`config.mk`:
```
export PLATFORM = sky130hd
export DESIGN_NAME = node_range_table_top
export DESIGN_NICKNAME = d
export VERILOG_FILES = /design/src/sv/nrt_pkg.sv /design/src/sv/nrt_ctrl.sv /design/src/sv/nrt_datapath.sv /design/src/sv/node_range_table_top.sv
export SDC_FILE = /design/constraint.sdc
export NUM_CORES = 2
export LEC_CHECK = 0
export ABC_AREA = 1
export BUFFER_PORTS_ARGS = -buffer_cell sky130_fd_sc_hd__buf_2
export CORE_MARGIN = 5
export CORE_UTILIZATION = 45
export DETAILED_ROUTE_END_ITERATION = 6
export GPL_TIMING_DRIVEN = 0
export PLACE_DENSITY_LB_ADDON = 0.12
export SLEW_MARGIN = 0
export SYNTH_ARGS = -nofsm -noshare
export SYNTH_HDL_FRONTEND = slang
export SYNTH_SLANG_ARGS = --single-unit
```
`constraint.sdc`:
```
create_clock -name clock -period 20.5 [get_ports clock]
set_input_delay 6.15 -clock clock [delete_from_list [all_inputs] [get_ports clock]]
set_output_delay 6.15 -clock clock [all_outputs]
set_load 0.005 [all_outputs]
```
`src/sv/nrt_pkg.sv`:
```
// ----------------------------------------------------------------------------
// nrt_pkg
// Shared constants, codes and types of the node range table.
// ----------------------------------------------------------------------------
package nrt_pkg;

   localparam int MAX_ENTRIES = 16;
   localparam int IDX_W       = (MAX_ENTRIES > 1) ? $clog2(MAX_ENTRIES) : 1;
   localparam int CNT_W       = $clog2(MAX_ENTRIES + 1);

   localparam int CMD_W = 3;
   localparam int ID_W  = 31;
   localparam int KEY_W = 64;
   localparam int ST_W  = 2;
   localparam int CFG_W = 5;

   localparam logic [CFG_W-1:0] CFG_RESET = CFG_W'(16);

   localparam logic [CMD_W-1:0] CMD_UPSERT = 3'd0;
   localparam logic [CMD_W-1:0] CMD_DELETE = 3'd1;
   localparam logic [CMD_W-1:0] CMD_LOOKUP = 3'd2;
   localparam logic [CMD_W-1:0] CMD_START  = 3'd3;
   localparam logic [CMD_W-1:0] CMD_NEXT   = 3'd4;

   localparam logic [ST_W-1:0] ST_OK        = 2'd0;
   localparam logic [ST_W-1:0] ST_NOT_FOUND = 2'd1;
   localparam logic [ST_W-1:0] ST_FULL      = 2'd2;
   localparam logic [ST_W-1:0] ST_END       = 2'd3;

   typedef struct packed {
      logic load;
      logic search;
      logic pick;
      logic exec;
   } ctrl_cmd_type;

endpackage

```
`src/sv/nrt_ctrl.sv`:
```
// ----------------------------------------------------------------------------
// nrt_ctrl
// Sequencer: accept, search, pick, execute, present the response.
// ----------------------------------------------------------------------------
module nrt_ctrl (
   input  logic                  clock,
   input  logic                  reset,
   input  logic                  req_valid,
   output logic                  req_ready,
   output logic                  rsp_valid,
   input  logic                  rsp_ready,
   output nrt_pkg::ctrl_cmd_type cmd
);
   import nrt_pkg::*;

   localparam logic [2:0] S_IDLE   = 3'd0;
   localparam logic [2:0] S_SEARCH = 3'd1;
   localparam logic [2:0] S_PICK   = 3'd2;
   localparam logic [2:0] S_EXEC   = 3'd3;
   localparam logic [2:0] S_OUT    = 3'd4;

   logic [2:0] state_ff;
   logic [2:0] state_in;

   always_comb begin
      state_in = state_ff;
      unique case (state_ff)
         S_IDLE:   if (req_valid) state_in = S_SEARCH;
         S_SEARCH: state_in = S_PICK;
         S_PICK:   state_in = S_EXEC;
         S_EXEC:   state_in = S_OUT;
         S_OUT:    if (rsp_ready) state_in = S_IDLE;
         default:  state_in = S_IDLE;
      endcase
   end

   always_ff @(posedge clock) begin
      if (reset) begin
         state_ff <= S_IDLE;
      end else begin
         state_ff <= state_in;
      end
   end

   assign req_ready  = (state_ff == S_IDLE);
   assign rsp_valid  = (state_ff == S_OUT);
   assign cmd.load   = (state_ff == S_IDLE) && req_valid;
   assign cmd.search = (state_ff == S_SEARCH);
   assign cmd.pick   = (state_ff == S_PICK);
   assign cmd.exec   = (state_ff == S_EXEC);

endmodule

```
`src/sv/nrt_datapath.sv`:
```
// ----------------------------------------------------------------------------
// nrt_datapath
// Slot storage, parallel id compare, priority pick and command execution.
// ----------------------------------------------------------------------------
module nrt_datapath (
   input  logic                                   clock,
   input  logic                                   reset,
   input  nrt_pkg::ctrl_cmd_type                  cmd,
   input  logic                                   csr_wr_en,
   input  logic        [nrt_pkg::CFG_W-1:0]       csr_wr_data,
   input  logic        [nrt_pkg::CMD_W-1:0]       req_command,
   input  logic        [nrt_pkg::ID_W-1:0]        req_node_id,
   input  logic signed [nrt_pkg::KEY_W-1:0]       req_key_start,
   input  logic signed [nrt_pkg::KEY_W-1:0]       req_key_end,
   output logic        [nrt_pkg::ST_W-1:0]        rsp_status,
   output logic        [nrt_pkg::ID_W-1:0]        rsp_found_node_id,
   output logic signed [nrt_pkg::KEY_W-1:0]       rsp_range_start,
   output logic signed [nrt_pkg::KEY_W-1:0]       rsp_range_end
);
   import nrt_pkg::*;

   function automatic logic [IDX_W-1:0] first_set(input logic [MAX_ENTRIES-1:0] v);
      logic [IDX_W-1:0] idx;
      idx = '0;
      for (int i = MAX_ENTRIES - 1; i >= 0; i--) begin
         if (v[i]) idx = IDX_W'(i);
      end
      return idx;
   endfunction

   // transaction payload
   logic [CMD_W-1:0] cmd_ff;
   logic [ID_W-1:0]  id_ff;
   logic [KEY_W-1:0] ks_ff;
   logic [KEY_W-1:0] ke_ff;

   logic [CFG_W-1:0] cfg_ff;
   logic [CNT_W-1:0] cursor_ff, cursor_in;
   logic [CNT_W-1:0] active_n;

   logic [MAX_ENTRIES-1:0] valid_ff, valid_in;
   logic [ID_W-1:0]        node_ff [MAX_ENTRIES];
   logic [KEY_W-1:0]       kstart_mem [MAX_ENTRIES];
   logic [KEY_W-1:0]       kend_mem   [MAX_ENTRIES];

   logic [MAX_ENTRIES-1:0] match_ff, match_in;
   logic [MAX_ENTRIES-1:0] free_ff, free_in;
   logic [MAX_ENTRIES-1:0] scan_ff, scan_in;

   logic [IDX_W-1:0] idx_ff, idx_in;
   logic             hit_ff, hit_in;

   logic             wr_en;
   logic [ST_W-1:0]  status_ff, status_in;
   logic [ID_W-1:0]  rid_ff, rid_in;
   logic             show_ff, show_in;
   logic [KEY_W-1:0] rd_start_ff, rd_end_ff;

   always_comb begin
      if (int'(cfg_ff) > MAX_ENTRIES) active_n = CNT_W'(MAX_ENTRIES);
      else                            active_n = CNT_W'(cfg_ff);
   end

   always_ff @(posedge clock) begin
      if (cmd.load) begin
         cmd_ff <= req_command;
         id_ff  <= req_node_id;
         ks_ff  <= req_key_start;
         ke_ff  <= req_key_end;
      end
   end

   // search: one compare lane per slot
   always_comb begin
      for (int i = 0; i < MAX_ENTRIES; i++) begin
         match_in[i] = valid_ff[i] && (CNT_W'(i) < active_n) && (node_ff[i] == id_ff);
         free_in[i]  = !valid_ff[i] && (CNT_W'(i) < active_n);
         scan_in[i]  = valid_ff[i] && (CNT_W'(i) < active_n) && (CNT_W'(i) >= cursor_ff);
      end
   end

   always_ff @(posedge clock) begin
      if (cmd.search) begin
         match_ff <= match_in;
         free_ff  <= free_in;
         scan_ff  <= scan_in;
      end
   end

   // pick: lowest-numbered candidate
   always_comb begin
      priority if (cmd_ff == CMD_NEXT) begin
         idx_in = first_set(scan_ff);
         hit_in = |scan_ff;
      end else if (cmd_ff == CMD_UPSERT && !(|match_ff)) begin
         idx_in = first_set(free_ff);
         hit_in = |free_ff;
      end else begin
         idx_in = first_set(match_ff);
         hit_in = |match_ff;
      end
   end

   always_ff @(posedge clock) begin
      if (cmd.pick) begin
         idx_ff <= idx_in;
         hit_ff <= hit_in;
      end
   end

   // execute
   always_comb begin
      valid_in  = valid_ff;
      cursor_in = cursor_ff;
      wr_en     = 1'b0;
      status_in = ST_OK;
      rid_in    = '0;
      show_in   = 1'b0;
      unique case (cmd_ff)
         CMD_UPSERT: begin
            if (hit_ff) begin
               valid_in[idx_ff] = 1'b1;
               wr_en            = 1'b1;
            end else begin
               status_in = ST_FULL;
            end
         end
         CMD_DELETE: begin
            if (hit_ff) valid_in[idx_ff] = 1'b0;
            else        status_in = ST_NOT_FOUND;
         end
         CMD_LOOKUP: begin
            if (hit_ff) show_in   = 1'b1;
            else        status_in = ST_NOT_FOUND;
         end
         CMD_START: begin
            cursor_in = '0;
         end
         CMD_NEXT: begin
            if (hit_ff) begin
               rid_in    = node_ff[idx_ff];
               show_in   = 1'b1;
               cursor_in = CNT_W'({1'b0, idx_ff}) + CNT_W'(1);
            end else begin
               status_in = ST_END;
               if (cursor_ff < active_n) cursor_in = active_n;
            end
         end
         default: ;
      endcase
   end

   always_ff @(posedge clock) begin
      if (reset) begin
         valid_ff  <= '0;
         cursor_ff <= '0;
         cfg_ff    <= CFG_RESET;
      end else begin
         if (cmd.exec) begin
            valid_ff  <= valid_in;
            cursor_ff <= cursor_in;
         end
         if (csr_wr_en) cfg_ff <= csr_wr_data;
      end
   end

   always_ff @(posedge clock) begin
      if (cmd.exec && wr_en) node_ff[idx_ff] <= id_ff;
   end

   always_ff @(posedge clock) begin
      if (cmd.exec) begin
         if (wr_en) begin
            kstart_mem[idx_ff] <= ks_ff;
            kend_mem[idx_ff]   <= ke_ff;
         end
         rd_start_ff <= kstart_mem[idx_ff];
         rd_end_ff   <= kend_mem[idx_ff];
         status_ff   <= status_in;
         rid_ff      <= rid_in;
         show_ff     <= show_in;
      end
   end

   assign rsp_status        = status_ff;
   assign rsp_found_node_id = rid_ff;
   assign rsp_range_start   = show_ff ? rd_start_ff : '0;
   assign rsp_range_end     = show_ff ? rd_end_ff : '0;

endmodule

```
`src/sv/node_range_table_top.sv`:
```
// ----------------------------------------------------------------------------
// node_range_table_top
// Associative table mapping a node id to a signed 64-bit key range.
// ----------------------------------------------------------------------------
// Request channel (req_valid/req_ready) carries a command (upsert, delete,
// lookup, start iteration, next entry) with node id and key range. Response
// channel (rsp_valid/rsp_ready) returns one transaction per request: status,
// node id (next only) and the stored range (lookup and next).
// The csr_ port writes the number of slots in use; write it only when idle.
// The response is valid once the request has passed the search lanes,
// the priority pick and the execute step with its key memory read.
// One transaction at a time: a new request is taken the cycle after the
// response is taken.
// A stalled response holds its payload and blocks further requests.
// Reset empties the table, clears the iteration cursor and sets the slot
// count to 16; no clearing pass is needed.
// ----------------------------------------------------------------------------
module node_range_table_top (
   input  logic                             clock,
   input  logic                             reset,
   input  logic                             req_valid,
   output logic                             req_ready,
   input  logic        [nrt_pkg::CMD_W-1:0] req_command,
   input  logic        [nrt_pkg::ID_W-1:0]  req_node_id,
   input  logic signed [nrt_pkg::KEY_W-1:0] req_key_start,
   input  logic signed [nrt_pkg::KEY_W-1:0] req_key_end,
   output logic                             rsp_valid,
   input  logic                             rsp_ready,
   output logic        [nrt_pkg::ST_W-1:0]  rsp_status,
   output logic        [nrt_pkg::ID_W-1:0]  rsp_found_node_id,
   output logic signed [nrt_pkg::KEY_W-1:0] rsp_range_start,
   output logic signed [nrt_pkg::KEY_W-1:0] rsp_range_end,
   input  logic                             csr_wr_en,
   input  logic        [nrt_pkg::CFG_W-1:0] csr_wr_data
);
   import nrt_pkg::*;

   ctrl_cmd_type cmd;

   nrt_ctrl u_ctrl (
      .clock     (clock),
      .reset     (reset),
      .req_valid (req_valid),
      .req_ready (req_ready),
      .rsp_valid (rsp_valid),
      .rsp_ready (rsp_ready),
      .cmd       (cmd)
   );

   nrt_datapath u_datapath (
      .clock             (clock),
      .reset             (reset),
      .cmd               (cmd),
      .csr_wr_en         (csr_wr_en),
      .csr_wr_data       (csr_wr_data),
      .req_command       (req_command),
      .req_node_id       (req_node_id),
      .req_key_start     (req_key_start),
      .req_key_end       (req_key_end),
      .rsp_status        (rsp_status),
      .rsp_found_node_id (rsp_found_node_id),
      .rsp_range_start   (rsp_range_start),
      .rsp_range_end     (rsp_range_end)
   );

endmodule
```
# After elaboration in Yosys (flattened, before gate mapping)
# Memories as Yosys holds them, arrays and structs flattened. A register that Yosys moved wholly into a read port is not among the register bits.
# Cells that the tools add are included.
[totals] register_bits=247 mem_bits_rw=2544 in_bits=172 output_inout_bits=163 wordCells=263 memories=3
[mem_list] name="u_datapath.kend_mem" depth=16 width=64 rd=1 rd_ports_with_merged_regs=1 wr=1 line="nrt_datapath.sv:44" rtl="logic [KEY_W-1:0] kend_mem [MAX_ENTRIES];"
[mem_list] name="u_datapath.kstart_mem" depth=16 width=64 rd=1 rd_ports_with_merged_regs=1 wr=1 line="nrt_datapath.sv:43" rtl="logic [KEY_W-1:0] kstart_mem [MAX_ENTRIES];"
[mem_list] name="u_datapath.node_ff" depth=16 width=31 rd=17 rd_ports_with_merged_regs=1 wr=1 line="nrt_datapath.sv:42" rtl="logic [ID_W-1:0] node_ff [MAX_ENTRIES];"
[classes] n_addsub=1 n_lt_le_gt_ge=36 eq_ne=29 muxes=77 n_bitwise=3 n_reduce_logical=99
[ops] op="$eq A31 B31 Y1" n=16
[ops] op="$mux W4" n=50
[ops] op="$mux W64" n=2
[ops] op="$logic_and A1 B1 Y1" n=68
[ops] op="$reduce_or A16 Y1" n=3
[ops] op="$ge A4 B5 Y1 const A" n=8
[ops] op="$lt A4 B5 Y1 const A" n=8
[ops] op="$mux W16" n=2
[ops] op="$pmux W16 S2" n=1
[ops] op="$ge A3 B5 Y1 const A" n=4
[ops] op="$lt A3 B5 Y1 const A" n=4
[ops] op="$logic_not A1 Y1" n=18
[ops] op="$and A16 B16 Y16" n=1
[ops] op="$not A16 Y16" n=1
[ops] op="$or A16 B16 Y16" n=1
[ops] op="$mux W5" n=3
[ops] op="$pmux W3 S5" n=1
[ops] op="$eq A3 B2 Y1 const B" n=4
[ops] op="$mux W1" n=11
[ops] op="$ge A1 B5 Y1 const A" n=2
[ops] op="$ge A2 B5 Y1 const A" n=2
[ops] op="$lt A1 B5 Y1 const A" n=2
[ops] op="$lt A2 B5 Y1 const A" n=2
[ops] op="$pmux W5 S2" n=1
[ops] op="other kinds (20)" n=30

# Logic depth before layout (Yosys ltp)
[logic_depth] ltp_word=18 ltp_mapped=19

# By module
# Synthesis repeated with hierarchy kept, for this count alone.
[hier_totals] cells_unflattened=9146 hier_area_um2=118815.2
[modules_own_cells] module="nrt_datapath" n_inst=1 cells_each=9118 area_per_inst_um2=118636.3 seq_area_each_um2=88234.6
[modules_own_cells] module="nrt_ctrl" n_inst=1 cells_each=28 area_per_inst_um2=178.9 seq_area_each_um2=60.1

# Worst setup path before layout
# OpenSTA, ideal clock, no wires.
[synth_timing] path_type="register to register" start="reg u_ctrl.state_ff[1]" end="mem u_datapath.kend_mem[11][0], enable pin" setup_time_ns=1.068 arrival_ns=19.770 required_time_ns=19.432 path_slack_ns=-0.339 path_stages_with_launch=8 n_path_buf=1 cell_sequence="dfxtp_1 > inv_2 > nor3_4 > inv_2 > nor3_2 > inv_2 > buf_6 > nor4_1"
[synth_via] elab_chain_cells=3
[synth_lines] element="start, declared" line="nrt_ctrl.sv:22" rtl="logic [2:0] state_ff;"
[synth_lines] element="start signal, assigned" line="nrt_ctrl.sv:41" rtl="state_ff <= state_in;"
[synth_lines] element="$eq A3 B2 Y1" line="nrt_ctrl.sv:50" rtl="assign cmd.exec = (state_ff == S_EXEC);"
[synth_lines] element="$mux W1" line="nrt_datapath.sv:172" rtl="if (cmd.exec) begin"
[synth_lines] element="$mux W1 (not written as such)" line="nrt_datapath.sv:175" rtl="kend_mem[idx_ff] <= ke_ff;"
[synth_lines] element="end, declared" line="nrt_datapath.sv:44"
# Every way passes these cells.

# Final worst setup path
[layout_timing] start="reg u_datapath.show_ff" end="out rsp_range_end[49] (netlist bit)"
[layout_via] elab_chain_cells=1
[layout_lines] element="start, declared" line="nrt_datapath.sv:56" rtl="logic show_ff, show_in;"
[layout_lines] element="start signal, assigned" line="nrt_datapath.sv:181" rtl="show_ff <= show_in;"
[layout_lines] element="$mux W64" line="nrt_datapath.sv:188" rtl="assign rsp_range_end = show_ff ? rd_end_ff : '0;"
[layout_lines] element="end, declared" line="node_range_table_top.sv:32" rtl="output logic signed [nrt_pkg::KEY_W-1:0] rsp_range_end,"
# Every way passes these cells.

==> key figures <==
Outcome
  – Outcome: complete, but fails checks
  – Failing checks: capacitance limit, slew limit

STA
  – Final worst path period need: 9849 ps
  – RSZ-0062 raised after global routing: false
  – Slew HR: -0.1294
  – Hold slack: roughly 550 ps
  – Final setup violating endpoints: 0
  – Actual slew at the worst max-slew pin: 1694 ps
  – Max Freq: 0.1015 GHz
  – Final period utilization: 0.4804
  – Worst Clk Skew: 70.84 ps
  – Max-slew violations: 120
  – Hold Violations, Final: 0

Power and ir drop
  – Power per Cell Area: 98.71 nW/um^2
  – Leak: 47.22 nW
  – Peak VDD IR: 0.08387 mV

Clocking
  – CTS Hold Buffers Added: 0
  – H-Tree Depth: 5
  – Post-CTS resize count: 0
  – Num CTS Buffers: 324
  – Setup Fix Bufs, Post-CTS: 0
  – Root buf cell: clkbuf_16
  – Clock Latency Late Sink: 900 ps
  – Clock Sinks: roughly 3,000
  – CTS tree: yes
  – Max clock buf depth: 4
  – Clock-pin transition on the worst setup and hold timing paths: around 60 ps

Synthesis
  – Mean Syn Cell Area: 13.02 sq um
  – Post-synthesis sequential area ratio: 0.7448
  – Syn_nets: 9,285
  – Ranking of synthesized cells by area: edfxtp_1 74%, o21ai_0 5.7%, nor2_1 4.2%
  – Synthesized area: 118,600 sq um
  – Post-synth top area share: 0.7399
  – Register bit count reported by yosys: 2,950
  – EDFF count, synth: just under 3,000
  – Share of synthesized flip-flops with an asynchronous set or reset: 0
  – Synth Instances: just over 9,000
  – Top FF cell, synth: edfxtp_1
  – Synth area leader: edfxtp_1
  – Yosys Warn Count: 0
  – Post-synth cell types: 54

Global routing
  – Pin count of the biggest net entering global routing: 33
  – Gr ovfl total: 0
  – Overall routing resource usage: 0.3402
  – Vias in the first global route: about 80,000
  – Initial antenna violation count: just over 60
  – First-pass GRT wire length: 647,700 microns

Place
  – IO buf count: 334
  – RePlAce Congestion: 1.040
  – Hpwl dp: 344,300 microns
  – DP Area: 129,300 sq um

Floorplanning
  – IO Count: 335
  – Die Span Y: 523.3 microns
  – Core area: 262,300 sq um
  – Rows: ~190
  – Die width: 523.3 microns
  – Die ar.: 273,800 sq um
  – Starting Density: 0.4520

Route
  – Vias: 84,340
  – Iter 0 DRT Violations: approximately 13,000
  – WL/cell: about 34 microns
  – First-pass DRT Iterations: 6
  – Post-route ant nets: 0
  – Number of remaining DRC errors: 0
  – Vias/cell: ~6
  – WL final: 476,800 microns

Worst setup path
  – R2R Setup Slk: 14,590 ps
  – CP Launch Type: register
  – Crit path arrival time: around 3700 ps
  – Critical path data required time: approximately 14,000 ps
  – Crit end category: primary output
  – Max FO, Critical Path: 10
  – Critical path start-end classification: reg -> out

Cells and area
  – Register area: 88,290 sq um
  – Nets: 10,370
  – Finished Cell Area: around 140,000 sq um
  – Layout cells sized above 1: 0.1482
  – P&R area growth vs syn: 17.70%
  – Multi-input logic area: 26,510 sq um
  – Filler cells: between 20,000 and 25,000

Flow run
  – Max_cap viols: 12

Worst hold path
  – Min-delay worst type: reg -> reg
-- area by class of cell --
cell class	instances	area share
well taps	3515	0.03152
multi-input cells	5252	0.1900
plain buffers	579	0.01904
clock buffers	415	0.06131
flip-flops and latches	2950	0.6328
diodes	35	0.0006277
repair buffers	758	0.04454
clock inverters	164	0.01143
inverters	324	0.008716
-- cells in the mapped netlist, drive strengths merged (4+ instances only) --
cell type / number
a31oi: 4
a221oi: 23
o22ai: 608
clkbuf: 312
ha: 8
inv: 321
edfxtp: 2921
nor2: 1328
nand2: 1001
xnor2: 323
a21oi: 96
a41oi: 31
nor4: 41
dfxtp: 29
xor2: 42
nand4: 217
nor3: 44
o211ai: 4
o2111ai: 8
or2: 34
nand3: 33
buf: 267
o21ai: 1374
a211oi: 8
-- metrics by stage --
stage          utilization  cells  power (mW)  TNS, ps  setup WS (ps)
6_report            0.5320  13990       13.77        0          10650
3_3_place_gp        0.4752  12950       8.175        -         -26880
2_1_floorplan            -   9105       7.544  -215340         -338.6
5_1_grt             0.5317  13970       14.12        0          10700
4_1_cts             0.5316  13960       13.78        0          10770
3_5_place_dp        0.4929  13380       8.183        0          11690
-- path summary, 6_finish.rpt --
kind	start	end	cells after the start
worst min register to register	register	u_datapath.free_ff[2]	1
worst max register to register	u_datapath.idx_ff[1]	u_datapath.kstart_mem[5][38]	18
worst max-delay path	u_datapath.show_ff	rsp_range_end[49]	6
worst min-delay path	register	u_datapath.free_ff[2]	1
-- registers in the layout, indices dropped and copies added, names as in the netlist, 16 cells and up, named ones only --
| name | count |
|---|---|
| u_datapath.free_ff | 16 |
| u_datapath.id_ff | 31 |
| u_datapath.ke_ff | 64 |
| u_datapath.kend_mem | 1024 |
| u_datapath.ks_ff | 64 |
| u_datapath.kstart_mem | 1024 |
| u_datapath.match_ff | 16 |
| u_datapath.node_ff | 496 |
| u_datapath.rd_end_ff | 64 |
| u_datapath.rd_start_ff | 64 |
| u_datapath.rsp_found_node_id | 31 |
| u_datapath.scan_ff | 16 |
-- cell usage in the layout, fill, tap and decap left out, types with 7 or more instances in the layout --
| cell type | Yosys | layout |
|---|---|---|
| diode_2 | 0 | 35 |
| dfxtp_1 | 29 | 29 |
| bufinv_16 | 0 | 23 |
| clkinv_1 | 3 | 69 |
| a21oi_1 | 96 | 96 |
| inv_6 | 0 | 7 |
| nand3_1 | 33 | 33 |
| clkbuf_2 | 1 | 13 |
| buf_16 | 0 | 10 |
| buf_2 | 206 | 542 |
| clkinvlp_4 | 0 | 8 |
| o22ai_1 | 608 | 608 |
| buf_1 | 15 | 13 |
| ha_1 | 8 | 8 |
| xor2_1 | 42 | 42 |
| inv_1 | 307 | 307 |
| nand2_1 | 999 | 999 |
| buf_6 | 9 | 246 |
| clkbuf_1 | 311 | 384 |
| o2111ai_1 | 8 | 8 |
| nor2_1 | 1320 | 1319 |
| edfxtp_1 | 2921 | 2921 |
| o21ai_0 | 1351 | 1351 |
| buf_4 | 37 | 182 |
| nor4_1 | 41 | 35 |
| nand4_1 | 217 | 217 |
| clkinv_2 | 0 | 45 |
| nor3_1 | 35 | 22 |
| o21ai_1 | 22 | 22 |
| or2_2 | 34 | 34 |
| xnor2_1 | 323 | 323 |
| a41oi_1 | 29 | 29 |
| nor3_2 | 8 | 21 |
| buf_8 | 0 | 26 |
| clkbuf_16 | 0 | 328 |
| a221oi_1 | 23 | 23 |
| inv_2 | 14 | 14 |
-- metal layers --
| layer | vias up | routed length [microns] | global-route usage |
|---|---|---|---|
| met5 | - | 80 | 0 |
| met4 | 12 | 30290 | 0.1788 |
| met3 | 1053 | 46330 | 0.06130 |
| met2 | 5276 | 210100 | 0.5131 |
| met1 | 42420 | 190000 | 0.4742 |
| li1 | 35580 | - | - |
-- worst max-delay path, stage by stage, from the launching register on --
cell and delay [ps]:
edfxtp_1 680, clkbuf_2 640, buf_16 250, clkbuf_1 570, nand2_1 420, inv_1 150, buf_2 130
-- kinds of logic (layout without fill, tap and decap cells) --
group | count (synthesis) | in the layout | synth area share
flops | 2950 | 2950 | 0.7448
simple gates | 2706 | 2706 | 0.09375
xor+xnor | 365 | 365 | 0.02697
other cells | 0 | 35 | 0
fa+ha+maj | 8 | 8 | 0.0008444
buf+inv | 903 | 2240 | 0.03252
compound gates | 2173 | 2173 | 0.1011
-- power breakdown --
part	internal [mW]	total, mW	leakage, nW	switching [mW]
registers	6.77	6.93	26.6	0.155
clock network	3.25	5.67	4.92	2.42
logic	0.285	1.18	15.7	0.892
total	10.3	13.8	47.2	3.47
(Power assumes the default switching activity.)
